## src/soa_pkg.sv

```systemverilog
// Shared types and constants for the slab object allocator.
package soa_pkg;

   localparam int LINK_W   = 10;
   localparam int OBJS_W   = 10;
   localparam int LIMIT_W  = 4;
   localparam int SLAB_W   = 3;
   localparam int OBJECT_W = 9;

   localparam logic       REQ_ALLOC = 1'b0;
   localparam logic       REQ_FREE  = 1'b1;

   localparam logic [1:0] ST_OK    = 2'd0;
   localparam logic [1:0] ST_NOMEM = 2'd1;
   localparam logic [1:0] ST_BAD   = 2'd2;

   localparam logic [1:0] OP_ALLOC = 2'd0;
   localparam logic [1:0] OP_FREE  = 2'd1;
   localparam logic [1:0] OP_BAD   = 2'd2;

   localparam logic CSR_OBJS  = 1'b0;
   localparam logic CSR_LIMIT = 1'b1;

   typedef struct packed {
      logic [1:0]          op;
      logic [SLAB_W-1:0]   slab;
      logic [OBJECT_W-1:0] obj;
   } soa_item_type;

endpackage

```

## src/soa_front.sv

```systemverilog
// Request intake: classifies each word and queues it for the execution unit.
module soa_front import soa_pkg::*; #(
   parameter int SLABS = 8
) (
   input  logic                clock,
   input  logic                reset,
   input  logic                req_valid,
   output logic                req_stall,
   input  logic                req_type,
   input  logic [SLAB_W-1:0]   req_slab_id,
   input  logic [OBJECT_W-1:0] req_object_id,
   input  logic [OBJS_W-1:0]   n_eff,
   output logic                q_valid,
   output soa_item_type        q_item,
   input  logic                q_pop
);

   soa_item_type entry_ff [2];
   soa_item_type new_item;
   logic         wr_ptr_ff, wr_ptr_in;
   logic         rd_ptr_ff, rd_ptr_in;
   logic [1:0]   count_ff, count_in;
   logic         push;
   logic         do_pop;

   assign req_stall = (count_ff == 2'd2);
   assign push      = req_valid && !req_stall;
   assign q_valid   = (count_ff != 2'd0);
   assign q_item    = entry_ff[rd_ptr_ff];
   assign do_pop    = q_pop && q_valid;

   always_comb begin
      new_item.slab = req_slab_id;
      new_item.obj  = req_object_id;
      if (req_type == REQ_ALLOC) begin
         new_item.op = OP_ALLOC;
      end else if ((32'(req_slab_id) >= SLABS) || (OBJS_W'(req_object_id) >= n_eff)) begin
         new_item.op = OP_BAD;
      end else begin
         new_item.op = OP_FREE;
      end
      wr_ptr_in = push ? !wr_ptr_ff : wr_ptr_ff;
      rd_ptr_in = do_pop ? !rd_ptr_ff : rd_ptr_ff;
      count_in  = count_ff + 2'(push) - 2'(do_pop);
   end

   always_ff @(posedge clock) begin
      if (reset) begin
         wr_ptr_ff <= 1'b0;
         rd_ptr_ff <= 1'b0;
         count_ff  <= 2'd0;
      end else begin
         wr_ptr_ff <= wr_ptr_in;
         rd_ptr_ff <= rd_ptr_in;
         count_ff  <= count_in;
      end
   end

   always_ff @(posedge clock) begin
      if (push) begin
         entry_ff[wr_ptr_ff] <= new_item;
      end
   end

endmodule

```

## config.mk

```make
export PLATFORM = sky130hd
export DESIGN_NAME = soa_front
export DESIGN_NICKNAME = d
export VERILOG_FILES = /design/src/soa_pkg.sv /design/src/soa_front.sv
export SDC_FILE = /design/constraint.sdc
export NUM_CORES = 1
export LEC_CHECK = 0
export BUFFER_PORTS_ARGS = -buffer_cell sky130_fd_sc_hd__buf_2
export CAP_MARGIN = 10
export CORE_UTILIZATION = 45
export DETAILED_ROUTE_END_ITERATION = 10
export HOLD_SLACK_MARGIN = 0.1
export PLACE_DENSITY = 0.74
export SETUP_SLACK_MARGIN = 0.3
export SKIP_CTS_REPAIR_TIMING = 1
export SYNTH_ARGS = -nofsm -noshare
export SYNTH_HDL_FRONTEND = slang
export SYNTH_SLANG_ARGS = --single-unit
```

## constraint.sdc

```tcl
create_clock -name clock -period 1.6 [get_ports clock]
set_input_delay 0.32 -clock clock [delete_from_list [all_inputs] [get_ports clock]]
set_output_delay 0.32 -clock clock [all_outputs]
set_load 0.05 [all_outputs]
```

==> results of run 1 <==
[worst max-delay path by stage]
stage,cells after the start,from,end
detailed placement,8,count_ff[0],count_ff[1]
floorplan,8,count_ff[0],count_ff[1]
CTS,3,flop,q_item[13]
global placement,7,req_object_id[0],entry_ff[0][12]
finish,3,flop,q_item[2]
global route,3,flop,q_item[2]
[routing by layer]
| layer | up-vias | track usage [%] | share of wire (%) |
|---|---|---|---|
| met5 | - | 0 | 0 |
| met4 | 0 | 8.16 | 0.81 |
| met3 | 2 | 5.24 | 5.5 |
| met2 | 29 | 28.7 | 54 |
| met1 | 432 | 17.9 | 39 |
| li1 | 476 | - | - |
[state kept, by name, summed over array words and instances (netlist names), named ones only]
register   cells
count_ff       2
rd_ptr_ff      1
wr_ptr_ff      1
entry_ff      28
[layout make-up]
type	instances	area share, %
timing repair buffer	54	20.9
tap	44	2.50
clock inverter	2	0.455
clock buffer	6	1.88
sequential	33	43.0
multi-input combinational	54	29.3
inverter	11	1.99
[worst register-to-register path, delay by kind of cell, from the launching register on]
family | cells | cell delay (ps)
DFF | 1 | 340
and+or+nand+nor | 3 | 490
buffers and inverters | 1 | 40
xor gates and xnor gates | 2 | 270
adders and majority gates | 2 | 410
[power groups by stage]
stage / registers [mW] / logic (mW) / clock network (mW)
final: 1.18 / 1.81 / 0.436
after global placement: 1.17 / 1.31 / 0
after floorplan: 1.17 / 1.03 / 0
after detailed placement: 1.18 / 1.34 / 0
after global routing: 1.19 / 1.91 / 0.483
after CTS: 1.16 / 1.34 / 0.445
[through the flow]
stage	area (sq um)	total power, mW
6_report	2200	3.43
5_1_grt	2200	3.58
4_1_cts	1960	2.95
3_5_place_dp	1910	2.52
3_3_place_gp	1910	2.48
2_1_floorplan	1590	2.20
[cell usage in the layout, fill, tap and decap left out, types with 2 or more instances in the layout]
cell type,instances
edfxtp_1,28
buf_2,26
mux2_4,14
buf_6,14
buf_4,7
inv_1,6
ha_4,6
ha_1,5
clkbuf_4,5
buf_8,5
inv_2,4
a21oi_1,4
nor2_1,4
dfxtp_2,3
nand2b_1,2
and3_1,2
clkinv_2,2
dfxtp_1,2
[cells by family (layout without fill, tap and decap cells)]
logic type | after synthesis | count (layout) | synth area share, %
AOI/OAI and AO/OA | 8 | 8 | 3.40
xor gates and xnor gates | 4 | 4 | 2.89
adders and majority gates | 11 | 11 | 9.35
buffers and inverters | 12 | 73 | 3.15
DFF | 33 | 33 | 63.9
muxes | 14 | 14 | 10.7
and+or+nand+nor | 17 | 17 | 6.55
[cells in the mapped netlist, drive strengths merged, types with 2 or more instances]
library cell	n
a21oi	4
and3	2
dfxtp	5
edfxtp	28
ha	11
inv	11
mux2	14
nand2	2
nand2b	3
nor2	5
xnor2	2
xor2	2
==> run metrics, run 1 <==
CP max stage delay=370 ps; clock network fraction of design power=12.7%; final setup fails=15; Wirelength per Cell=14.5 um; antenna violations before repair=0; Synth top area share=57.1%; flop-to-flop setup slack=-40 ps; Placed Cells=191; clk slew on worst S/H paths=100 ps; H-tree depth=2; Crit path required time=1280 ps; row count=20; number of synthesized flops with an enable pin=28; # IOs=43; clock sink count=33; combinational share of power=52.8%; die height=59.2 um; Lkg Pwr=0.944 nW; I/O Buffers=42; CP Cell Sequence=buf_8 -> mux2_4 -> buf_8; via count=939; share of cells above drive strength 1=60.0%; TritonCTS Buffers=5; full die area=0.00350 sq mm; Worst slew margin=83.8%; largest net degree at the start of global routing=15; DRC Markers=0; HPWL Detailed=1890 um; pwr/cell area=1560 mW/mm^2; startpoint of the worst hold path=req_slab_id[1]; Root Buffer=clkbuf_4; utilization after layout=71.4%; core area=0.00308 sq mm; Synth area leader=edfxtp_1; final setup TNS=-375 ps; period utilization=103%; multi-input logic area=643 sq um; Final Skew=6.87 ps; min Tclk post-route=1650 ps; sw power=1.29 mW; crit end category=output port; Final Hold Viols=0; final worst slack=-49.2 ps; RSZ-0062 raised after global routing=true; Worst Max-Slew Pin Slew=241 ps; reg2reg path depth=8; failing checks=negative setup slack; vias in the first global route=922; R2R Path Start=count_ff[0]; DR pass1 iterations=3; Worst Setup Path Type=flop to output port; pre-CTS setup slack=-43.3 ps; # fillers=219; Area Overhead vs Synth=49.4%; worst slack on hold paths=184 ps; Synth Flop Type=edfxtp_1; Yosys warning count=0; peak supply drop=927 uV; worst hold path type=input port to flop; gr ovfl total=0; startpoint class of the critical path=flop; TritonCTS clock tree=done; WL final=2950 um; Reg power frac=34.4%; Post-Syn Area=0.00147 sq mm; Peak Freq=606 MHz; diodes inserted=0; Max Slew Vio Count=0; Yosys reg bits=33; Starting Density=47.8%; total track usage=16.5%; hold depth=1; clock insertion delay at the later pin of the skew report=320 ps; Syn Nets=137; P_int=2.14 mW; Nets=197; crit-path max FO=8; Longest Clk Path Bufs=2; async set-reset flop share out of synthesis=0%; status=finished, violations left; sequential cell area=945 sq um; switch share=37.6%; Hold EP=entry_ff[0][10]; Mean Syn Cell Area=14.9 sq um; sequential cell area fraction in the yosys report=63.9%; maxcap violations=0; die width=59.2 um; via/cell ratio=4.60; Synth area leaders=edfxtp_1 (57%), mux2_2 (11%), ha_1 (9.4%), dfxtp_1 (6.8%), inv_1 (2.8%); Worst Path Buf+Inv=2; Crit-path slowest cell=dfxtp_2; Crit path max-delay family=flip-flops; GP Congestion=0.760; antenna-violating nets left=0; RR Endpoint=count_ff[1]; Layout Cells excl Fill=204; most used cell, CP=buf_8; global-route wire length before repair=4050 um; Initial DRC Count=15; post-synthesis cell count=99; Netlist cell types=24; Worst EP arrival=1330 ps
Note: power is estimated with default switching activity, not from simulation.
==> run 2: changes to the inputs <==
ABC_AREA = 1   (was unset)
CORE_UTILIZATION = 46   (was 45)
==> run metrics, run 2 <==
Mean Syn Cell Area=12.8 sq um; post-synthesis cell count=121; largest net degree at the start of global routing=16; die height=60.0 um; via count=1,042; Final Hold Viols=0; DRC Markers=0; clock sink count=33; failing checks=negative setup slack; Worst Setup Path Type=flop to output port; share of cells above drive strength 1=49.4%; maxcap violations=0; Synth area leaders=edfxtp_1 (54%), ha_1 (8.9%), mux2_2 (8.7%), dfxtp_1 (6.5%), inv_1 (5.1%); Final Skew=5.33 ps; die width=60.0 um; # fillers=225; Yosys warning count=0; Synth top area share=54.4%; core area=0.00313 sq mm; Yosys reg bits=33; Setup crit end=q_item[2]; # IOs=43; Post-Syn Area=0.00155 sq mm; hold depth=1; vias in the first global route=956; sequential cell area=950 sq um; Worst slew margin=87.5%; status=finished, violations left; crit-path max FO=7; Area Overhead vs Synth=40.4%; crit end category=output port; most used cell, CP=buf_8; Crit path required time=1280 ps; TritonCTS Buffers=5; Max Slew Vio Count=0; Initial DRC Count=21; DR pass1 iterations=4; Synth Flop Type=edfxtp_1; period utilization=103%; Biggest register=entry_ff; Synth area leader=edfxtp_1; Crit-path slowest cell=dfxtp_2; Longest Clk Path Bufs=2; RR Endpoint=count_ff[1]; antenna-violating nets left=0; row count=20; I/O Buffers=42; multi-input logic area=607 sq um; Peak Freq=609 MHz; WL final=2800 um; HPWL Detailed=1990 um; Syn Nets=159; async set-reset flop share out of synthesis=0%; number of synthesized flops with an enable pin=28; clk slew on worst S/H paths=100 ps; gr ovfl total=0; R2R Path Start=count_ff[0]; Lkg Pwr=0.982 nW; most common cell in the netlist=edfxtp_1; commonest non-fill, non-tap cells in the layout=edfxtp_1 (28), buf_2 (26), inv_1 (19), nand2_1 (17), mux2_4 (14); Worst EP arrival=1320 ps; placed inst area=0.00188 sq mm; Root Buffer=clkbuf_4; diodes inserted=0; sequential cell area fraction in the yosys report=60.8%; CP max stage delay=370 ps; Nets=215; min Tclk post-route=1640 ps; Design Area, Final=0.00217 sq mm; Netlist cell types=19; peak supply drop=772 uV; flop-to-flop setup slack=80 ps; Wirelength per Cell=12.6 um; most common cell after layout, fill and taps aside=edfxtp_1; antenna violations before repair=0; via/cell ratio=4.69; H-tree depth=2; global-route wire length before repair=3990 um; startpoint class of the critical path=flop; RSZ-0062 raised after global routing=true; pre-CTS setup slack=81.0 ps; worst hold path type=input port to flop; CP Cell Sequence=buf_8 -> mux2_4 -> buf_8; pwr/cell area=1570 mW/mm^2; top flop regs=entry_ff: 28 flops, count_ff: 2 flops; synth cell count leaders=edfxtp_1 (28), inv_1 (21), nand2_1 (17); max FFs per register=28; GP Congestion=0.681; final setup fails=14; Worst Max-Slew Pin Slew=187 ps; clock insertion delay at the later pin of the skew report=330 ps; Starting Density=49.4%; TritonCTS clock tree=done; reg2reg path depth=7; total track usage=16.2%; full die area=0.00360 sq mm; final worst slack=-42.5 ps
-- run 2: cell count changes in the layout (fill, tap and decap cells not counted), sizes merged, moves of 2 or more --
cell    previous run  this run
nor2               5        11
inv               11        22
and3               2         0
nand2              2        17
nand2b             3         0
a21oi              4         2
xor2               2         0
buf               53        50
nor3b              0         4
nand3              0         2
-- run 2: stage by stage --
step,cells,util (%),hold WS [ps],power (mW),TNS (ps)
after global routing,222,69.4,155,3.57,-1160
after floorplan,121,-,382,2.20,0
after CTS,218,62.0,166,2.95,-1870
final,222,69.4,177,3.40,-420
after global placement,210,60.0,514,2.44,0
after detailed placement,210,60.0,521,2.48,0
-- run 2: report_power, final --
part	total [mW]	switching, mW	internal [mW]
Sequential	1.21	0.0952	1.12
Combinational	1.72	0.931	0.786
Clock	0.474	0.267	0.207
Total	3.40	1.29	2.11
-- run 2: worst max-delay path: cells and delay by family, from the launching register on --
kind	cells	cell delay (ps)
buffers and inverters	2	300
multiplexers	1	320
flip-flops	1	370
-- run 2: final cells by class --
| type | instances | area share, % |
|---|---|---|
| Clock buffer | 6 | 2.36 |
| Clock inverter | 2 | 0.403 |
| Inverter | 22 | 4.03 |
| Multi-Input combinational cell | 65 | 28.0 |
| Sequential cell | 33 | 43.7 |
| Tap cell | 44 | 2.54 |
| Timing Repair Buffer | 50 | 19.0 |
-- run 2: logic make-up after synthesis --
| family | after synthesis | synth area share (%) |
|---|---|---|
| AO/OA/AOI/OAI | 4 | 2.67 |
| XOR/XNOR | 1 | 0.566 |
| adder cells (fa/ha/maj) | 11 | 8.90 |
| buffers and inverters | 23 | 6.07 |
| flip-flops | 33 | 60.8 |
| multiplexers | 14 | 10.7 |
| AND/OR/NAND/NOR | 35 | 10.3 |
-- run 2: how the worst min path moves through the flow --
stage                   start         endpoint
2_1_floorplan           reset      count_ff[0]
3_3_place_gp   req_slab_id[0]   entry_ff[0][9]
3_5_place_dp   req_slab_id[2]  entry_ff[1][11]
4_1_cts        req_slab_id[2]  entry_ff[0][11]
5_1_grt        req_slab_id[2]  entry_ff[0][11]
6_report       req_slab_id[0]   entry_ff[1][9]
-- run 2: layer usage --
metal  part of all wire (%)  up-vias  GRT usage (%)
met5                      0        -              0
met4                    1.7        0           11.0
met3                    5.2        7           4.98
met2                     55       29           30.2
met1                     38      487           14.8
li1                       -      519              -
==> run 3: changes to the inputs <==
PLACE_DENSITY = 0.8   (was 0.74)
==> run metrics, run 3 (same netlist as run 2, synthesis figures left out) <==
min Tclk post-route=1640 ps; TritonCTS clock tree=done; # IOs=43; switch share=37.9%; # fillers=238; Placed Cells=210; Starting Density=49.4%; Peak Freq=610 MHz; Nets=216; antenna-violating nets left=0; I/O Buffers=42; row count=20; crit-path max FO=7; DRC Markers=0; Worst Setup Path Type=flop to output port; worst hold path type=input port to flop; Wirelength per Cell=13.1 um; die width=60.0 um; Lkg Pwr=0.978 nW; GP Congestion=0.748; final setup fails=14; crit end category=output port; Layout Cells excl Fill=223; global-route wire length before repair=4350 um; Area Overhead vs Synth=40.0%; Longest Clk Path Bufs=2; startpoint class of the critical path=flop; total track usage=17.7%; gr ovfl total=0; antenna violations before repair=0; full die area=0.00360 sq mm; WL final=2920 um; Initial DRC Count=29; clock sink count=33; RSZ-0062 raised after global routing=true; via count=1,060; clock insertion delay at the later pin of the skew report=330 ps; utilization after layout=69.2%; commonest non-fill, non-tap cells in the layout=edfxtp_1 (28), buf_2 (26), inv_1 (19), nand2_1 (17), buf_6 (16); Root Buffer=clkbuf_4; H-tree depth=2; top flop regs=entry_ff: 28 flops, count_ff: 2 flops; Biggest register=entry_ff; most common cell after layout, fill and taps aside=edfxtp_1; peak supply drop=741 uV; pwr/cell area=1570 mW/mm^2; maxcap violations=0; sw power=1.29 mW; diodes inserted=0; die height=60.0 um; share of cells above drive strength 1=49.2%; via/cell ratio=4.75; Final Hold Viols=0; Crit path required time=1280 ps; clk slew on worst S/H paths=90 ps; vias in the first global route=988; status=finished, violations left; DR pass1 iterations=4; largest net degree at the start of global routing=16; Worst EP arrival=1320 ps; failing checks=negative setup slack; P_int=2.11 mW; worst slack on hold paths=178 ps; max FFs per register=28; TritonCTS Buffers=5; Final Skew=13.7 ps; core area=0.00313 sq mm; Worst Max-Slew Pin Slew=178 ps; Max Slew Vio Count=0; period utilization=102%; clock network fraction of design power=14.1%; Worst slew margin=88.1%; combinational share of power=50.4%; final worst slack=-39.5 ps; HPWL Detailed=2130 um; Reg power frac=35.5%
run 3: cell count changes in the layout (fill, tap and decap cells not counted), sizes merged:
cell,delta
clkinv,-2
buf,+1
clkbuf,+2
run 3: through the flow:
| step | setup TNS [ps] | total power [mW] | area [sq um] | worst slack [ps] |
|---|---|---|---|---|
| finish | -414 | 3.40 | 2170 | -39.5 |
| detailed placement | 0 | 2.49 | 1880 | 40.7 |
| global placement | 0 | 2.43 | 1880 | 135 |
| CTS | -1570 | 2.95 | 1940 | -150 |
| floorplan | 0 | 2.20 | 1590 | 156 |
| global route | -994 | 3.56 | 2170 | -82.1 |
run 3: cell type report:
type	instances	area, sq um	area share, %
Multi-Input combinational cell	65	607	28.0
Clock buffer	8	58.8	2.72
Sequential cell	33	950	43.8
Timing Repair Buffer	51	408	18.8
Inverter	22	87.6	4.04
Tap cell	44	55.1	2.54
run 3: final timing paths:
kind,start,to,slack [ps],cells past startpoint
setup reg to reg,count_ff[0],count_ff[1],80,7
setup / recovery,flop,q_item[4],-40,3
hold / removal,req_slab_id[1],entry_ff[0][10],180,1
hold reg to reg,rd_ptr_ff,rd_ptr_ff,560,2
run 3: power by group through the flow:
stage / combinational, mW / clock, mW / sequential [mW]
4_1_cts: 1.29 / 0.480 / 1.18
3_5_place_dp: 1.29 / 0 / 1.20
5_1_grt: 1.81 / 0.518 / 1.22
6_report: 1.71 / 0.478 / 1.21
3_3_place_gp: 1.25 / 0 / 1.18
2_1_floorplan: 1.02 / 0 / 1.19
run 3: routing by layer:
| metal | vias up | part of all wire [%] | track usage (%) |
|---|---|---|---|
| met1 | 495 | 36 | 17.9 |
| li1 | 524 | - | - |
| met4 | 0 | 1.9 | 9.97 |
| met3 | 8 | 3.9 | 4.55 |
| met5 | - | 0 | 0 |
| met2 | 33 | 58 | 32.5 |
run 3: critical path, cell delays in order (launching register included):
cell	delay, ps
dfxtp_2	370
buf_8	150
mux2_4	310
buf_6	150
